[src/hw/rtl/sps_pkg.sv]
// Shared constants, types and helpers for the sparse Pearson similarity unit.
package sps_pkg;

   localparam int MaxEntries = 1024;
   localparam int ItemBits   = 12;
   localparam int RatingBits = 5;
   localparam int RatingMax  = 31;
   localparam int AddrBits   = $clog2(MaxEntries);
   localparam int LenBits    = $clog2(MaxEntries + 1);
   localparam int SumBits    = 15;
   localparam int SqBits     = 20;
   localparam int VarBits    = 40;
   localparam int ProdBits   = 80;
   localparam int RootBits   = 40;
   localparam int NumBits    = 50;
   localparam int QuoBits    = 16;
   localparam int QOne       = 16384;

   localparam int ReqBits = 24;
   localparam int RspBits = 32;

   localparam logic ActLoad   = 1'b0;
   localparam logic ActStream = 1'b1;

   // Commands from controller to datapath
   typedef struct packed {
      logic load;      // store entry, clear pair
      logic capture;   // latch streamed entry
      logic rd_req;    // read stored entry at pointer
      logic step;      // evaluate fetched stored entry
      logic fin_start; // start variance stage
      logic fin_mul;   // form products
      logic sqrt_init; // set up square root
      logic sqrt_step; // one root step
      logic div_init;  // set up divide
      logic div_step;  // one quotient step
      logic emit;      // load result register
      logic clear;     // clear pair accumulators
   } sps_cmd_type;

   // Status from datapath to controller
   typedef struct packed {
      logic walk_more; // pointer below length
      logic stop;      // fetched entry ends the walk
      logic rated;     // captured rating nonzero
      logic last;
      logic sqrt_done;
      logic div_done;
   } sps_sts_type;

   // Clamp rating to the allowed maximum
   function automatic logic [RatingBits-1:0] clamp_rating(input logic [RatingBits-1:0] r);
      clamp_rating = (r > RatingBits'(RatingMax)) ? RatingBits'(RatingMax) : r;
   endfunction

endpackage

[src/hw/rtl/sps_ctrl.sv]
// Controller state machine for the sparse Pearson similarity unit.
module sps_ctrl (
   input  logic                 clock,
   input  logic                 reset,
   input  logic                 req_fire,
   input  logic                 req_action,
   input  logic                 rsp_busy,
   input  sps_pkg::sps_sts_type sts,
   output logic                 req_ready,
   output sps_pkg::sps_cmd_type cmd
);

   localparam logic [3:0] StIdle  = 4'd0;
   localparam logic [3:0] StWalk  = 4'd1;
   localparam logic [3:0] StRead  = 4'd2;
   localparam logic [3:0] StEval  = 4'd3;
   localparam logic [3:0] StFinA  = 4'd4;
   localparam logic [3:0] StFinB  = 4'd5;
   localparam logic [3:0] StSqrt  = 4'd6;
   localparam logic [3:0] StDivI  = 4'd7;
   localparam logic [3:0] StDiv   = 4'd8;
   localparam logic [3:0] StEmit  = 4'd9;
   localparam logic [3:0] StDecide= 4'd10;

   logic [3:0] state_ff, state_in;

   assign req_ready = (state_ff == StIdle);

   always_comb begin
      state_in = state_ff;
      cmd      = '0;
      unique case (state_ff)
         StIdle: begin
            if (req_fire) begin
               if (req_action == sps_pkg::ActLoad) begin
                  cmd.load = 1'b1;
               end else begin
                  cmd.capture = 1'b1;
                  state_in = StDecide;
               end
            end
         end
         StDecide: begin
            if (sts.rated) state_in = StWalk;
            else if (sts.last) state_in = StFinA;
            else state_in = StIdle;
         end
         StWalk: begin
            if (sts.walk_more) begin
               cmd.rd_req = 1'b1;
               state_in = StRead;
            end else if (sts.last) state_in = StFinA;
            else state_in = StIdle;
         end
         StRead: state_in = StEval;
         StEval: begin
            cmd.step = 1'b1;
            if (sts.stop) state_in = sts.last ? StFinA : StIdle;
            else state_in = StWalk;
         end
         StFinA: begin
            cmd.fin_start = 1'b1;
            state_in = StFinB;
         end
         StFinB: begin
            cmd.fin_mul = 1'b1;
            state_in = StSqrt;
         end
         StSqrt: begin
            if (sts.sqrt_done) state_in = StDivI;
            else cmd.sqrt_step = 1'b1;
         end
         StDivI: begin
            cmd.div_init = 1'b1;
            state_in = StDiv;
         end
         StDiv: begin
            if (sts.div_done) state_in = StEmit;
            else cmd.div_step = 1'b1;
         end
         StEmit: begin
            if (!rsp_busy) begin
               cmd.emit  = 1'b1;
               cmd.clear = 1'b1;
               state_in = StIdle;
            end
         end
         default: state_in = StIdle;
      endcase
      if (state_ff == StFinB) cmd.sqrt_init = 1'b1;
   end

   always_ff @(posedge clock) begin
      if (reset) state_ff <= StIdle;
      else       state_ff <= state_in;
   end

   a_emit_idle: assert property (@(posedge clock) disable iff (reset)
      cmd.emit |=> state_ff == StIdle) else $error("emit not followed by idle");
   a_ready_idle: assert property (@(posedge clock) disable iff (reset)
      req_ready |-> !cmd.step && !cmd.sqrt_step) else $error("work while ready");
   a_read_eval: assert property (@(posedge clock) disable iff (reset)
      cmd.rd_req |=> state_ff == StRead) else $error("read sequence broken");

endmodule

[config.mk]
export PLATFORM = sky130hd
export DESIGN_NAME = sps_ctrl
export DESIGN_NICKNAME = d
export VERILOG_FILES = /design/src/hw/rtl/sps_pkg.sv /design/src/hw/rtl/sps_ctrl.sv
export SDC_FILE = /design/constraint.sdc
export NUM_CORES = 1
export LEC_CHECK = 0
export BUFFER_PORTS_ARGS = -buffer_cell sky130_fd_sc_hd__buf_2
export CORE_AREA = 2 2 39 41
export DETAILED_ROUTE_END_ITERATION = 16
export DIE_AREA = 0 0 41 43
export PLACE_DENSITY_LB_ADDON = 0.25
export SYNTH_ARGS = -nofsm -noshare
export SYNTH_HDL_FRONTEND = slang
export SYNTH_SLANG_ARGS = --single-unit
[constraint.sdc]
create_clock -name clock -period 2.5 [get_ports clock]
set_clock_uncertainty 0.15 [all_clocks]
set_input_delay 0.5 -clock clock [delete_from_list [all_inputs] [get_ports clock]]
set_output_delay 0.5 -clock clock [all_outputs]
set_load 0.005 [all_outputs]
==> run_results.csv <==
group,metric,value,unit
die,start_util,0.304,
logic_synthesis,yosys_warnings,0,
cells_and_area,finalNonFillerCells,99,
global_routing,grt_use_total,0.131,
power_and_ir_drop,intPower,0.288,mW
logic_synthesis,syn_area_per_cell,6.89,µm²
worst_setup_path,cp-end-kind,"output pin",
worst_hold_path,hold_path.class,"in2reg",
power_and_ir_drop,share_comb_of_total_power,0.558,
clocking,path_clk_slew,0.04,ns
worst_setup_path,path_delay_family,"simple AND/OR/NAND/NOR gates",
cells_and_area,utilization,0.402,
timing,relSlewSlack,0.699,
drt,wl_met1,496,µm
run_status,status,"complete, no violations",
die,core_area,1380,µm²
logic_synthesis,synth_fp_nets,72,
logic_synthesis,synthFlopType,"dfxtp_1",
die,io_pins,24,
worst_setup_path,path_class,"reg2out",
logic_synthesis,synth_cell_type_count,26,
placed_design,gp_congestion,0.752,
logic_synthesis,syn_area,420,µm²
logic_synthesis,ys_async_sr_fraction,0,
logic_synthesis,synth-seq-cells,4,
worst_setup_path,cp.arrival,1.56,ns
drt,wl_met2,496,µm
power_and_ir_drop,vdd.ir_drop.worst,0.466,mV
worst_setup_path,cp-start-kind,"register",
drt,via_per_inst,5.01,
placed_design,io_buffers,23,
power_and_ir_drop,p_switching,0.206,mW
cells_and_area,largest_register,"state_ff",
timing,tightest_slew,0.450,ns
logic_synthesis,syn_inst,61,
worst_setup_path,critPathSlowestCell,"or4_4",
timing,final-hold-violation-count,0,
worst_setup_path,critPathMaxStageDelay,0.58,ns
cells_and_area,syn_to_final_growth,32.4,%
cells_and_area,layout-drive-gt1-share,0.361,
cells_and_area,fillCellCount,164,
cells_and_area,nNetsFinal,96,
clocking,cts_sinks,4,
cells_and_area,layout_commonest_cell,"buf_2",
worst_setup_path,cp.required,1.85,ns
drt,vias,496,
timing,whs,0.332,ns
drt,drt_wl_total,1040,µm
timing,setup_viol,0,
clocking,root_buffer,"clkbuf_4",
cells_and_area,regArea,80.1,µm²
clocking,clk_latency,0.23,ns
clocking,tritoncts,"built",
timing,final.min_clock_period,2.21,ns
timing,grt_setup_unrepaired,"false",
power_and_ir_drop,pwr-share-clk,0.160,
global_routing,first_global_vias,388,
timing,worst_slack,0.286,ns
placed_design,dp_slack,0.526,ns
power_and_ir_drop,seqPwrFrac,0.282,
cells_and_area,largest_register_ffs,4,
clocking,cts-htree-levels,1,
global_routing,grt_pass1_wl,1600,µm
timing,finalCritPeriodShare,0.886,
die,dieArea,1760,µm²
die,die_height,43,µm
power_and_ir_drop,power.density,887,nW/µm²
placed_design,dp_hpwl,816,µm
drt,drc,0,
clocking,postCtsSetupRepairBufs,0,
global_routing,antenna_found_initial,0,
drt,drtAntennaViolNets,0,
worst_setup_path,timing.critical_path.buf_inv,1,
drt,wl_met3,46,µm
clocking,hold_buffers,0,
timing,slew_viol_final,0,
drt,routedWlPerCell,10.5,µm
die,die_x,41,µm
global_routing,overflow,0,
clocking,numCtsBuffers,3,
logic_synthesis,seq_area_frac_synth,0.190,
job,cap_violations,0,
clocking,cts_repair_resize_count,0,
timing,max_freq,452,MHz
drt,drtIter0Drc,2,
global_routing,grt_max_degree,16,
cells_and_area,final_cell_mix,"buf_2, nor3_1, nor2_1",
clocking,clockBufferDepth,2,
power_and_ir_drop,p_sw_frac,0.416,
worst_setup_path,worst-path-max-fanout,15,
timing,fin_tns_setup,0,ns
power_and_ir_drop,power_leakage,0.269,nW
placed_design,dp.cells,96,
drt,dr.pass1.iters,2,
worst_setup_path,crit_chain,"or4_4, nor3b_1, buf_2",
die,rows,14,
cells_and_area,multiInputGateArea,293,µm²
drt,maxUsedRoutingLayer,"met3",
cells_and_area,antennaDiodeCount,0,
logic_synthesis,synth-edff-count,0,
cells_and_area,reg.largest.list,"state_ff: 4 flops",
-- synthesized netlist by cell type, types with 2 or more instances --
library cell	n	area, µm²
nand2_1	4	15.0
nor3b_1	2	15.0
nor2_1	6	22.5
nand2b_1	3	18.8
inv_1	3	11.3
buf_4	3	22.5
nand4_1	2	12.5
buf_2	2	10.0
a21oi_1	4	20.0
nor2b_1	4	25.0
nor4b_1	2	17.5
o21ai_0	2	10.0
dfxtp_1	4	80.1
nor3_1	7	35.0
nor4_1	2	12.5
-- metrics by stage --
step	cell area [µm²]	power, mW
2_1_floorplan	420	0.344
3_3_place_gp	534	0.419
3_5_place_dp	534	0.418
4_1_cts	557	0.503
5_1_grt	557	0.543
6_report	557	0.494
-- path summary, 6_finish.rpt --
kind	from	end	slack, ns	cells past startpoint
worst max-delay path	state_ff[3]$_SDFFE_PP0P_	cmd[11]	0.29	3
worst min register to register	state_ff[0]$_SDFFE_PP0P_	state_ff[2]$_SDFFE_PP0P_	0.53	3
worst min-delay path	reset	state_ff[2]$_SDFFE_PP0P_	0.33	2
worst max register to register	state_ff[3]$_SDFFE_PP0P_	state_ff[0]$_SDFFE_PP0P_	0.79	4
-- power by group through the flow --
stage	Clock [mW]	Combinational (mW)	Sequential [mW]
2_1_floorplan	0	0.239	0.105
3_3_place_gp	0	0.280	0.139
3_5_place_dp	0	0.279	0.139
4_1_cts	0.0854	0.280	0.138
5_1_grt	0.0874	0.308	0.148
6_report	0.0789	0.276	0.139
-- area by class of cell --
type                            count  share of cell area
Multi-Input combinational cell     48               0.526
Timing Repair Buffer               25               0.234
Sequential cell                     4               0.144
Clock buffer                        3              0.0404
Tap cell                           16              0.0360
Inverter                            3              0.0202
-- metal layers --
layer,global-route usage,up-vias
met1,0.181,216
li1,-,267
met5,0,-
met3,0.0314,0
met4,0.0600,0
met2,0.184,13
-- kinds of logic (layout without fill, tap and decap cells) --
logic type | after synthesis | after routing | share of synthesized area
AO/OA/AOI/OAI | 13 | 13 | 0.202
flip-flops | 4 | 4 | 0.190
buffers and inverters | 9 | 31 | 0.113
AND/OR/NAND/NOR | 35 | 35 | 0.494
No activity file was read; power rests on OpenSTA's default activity.
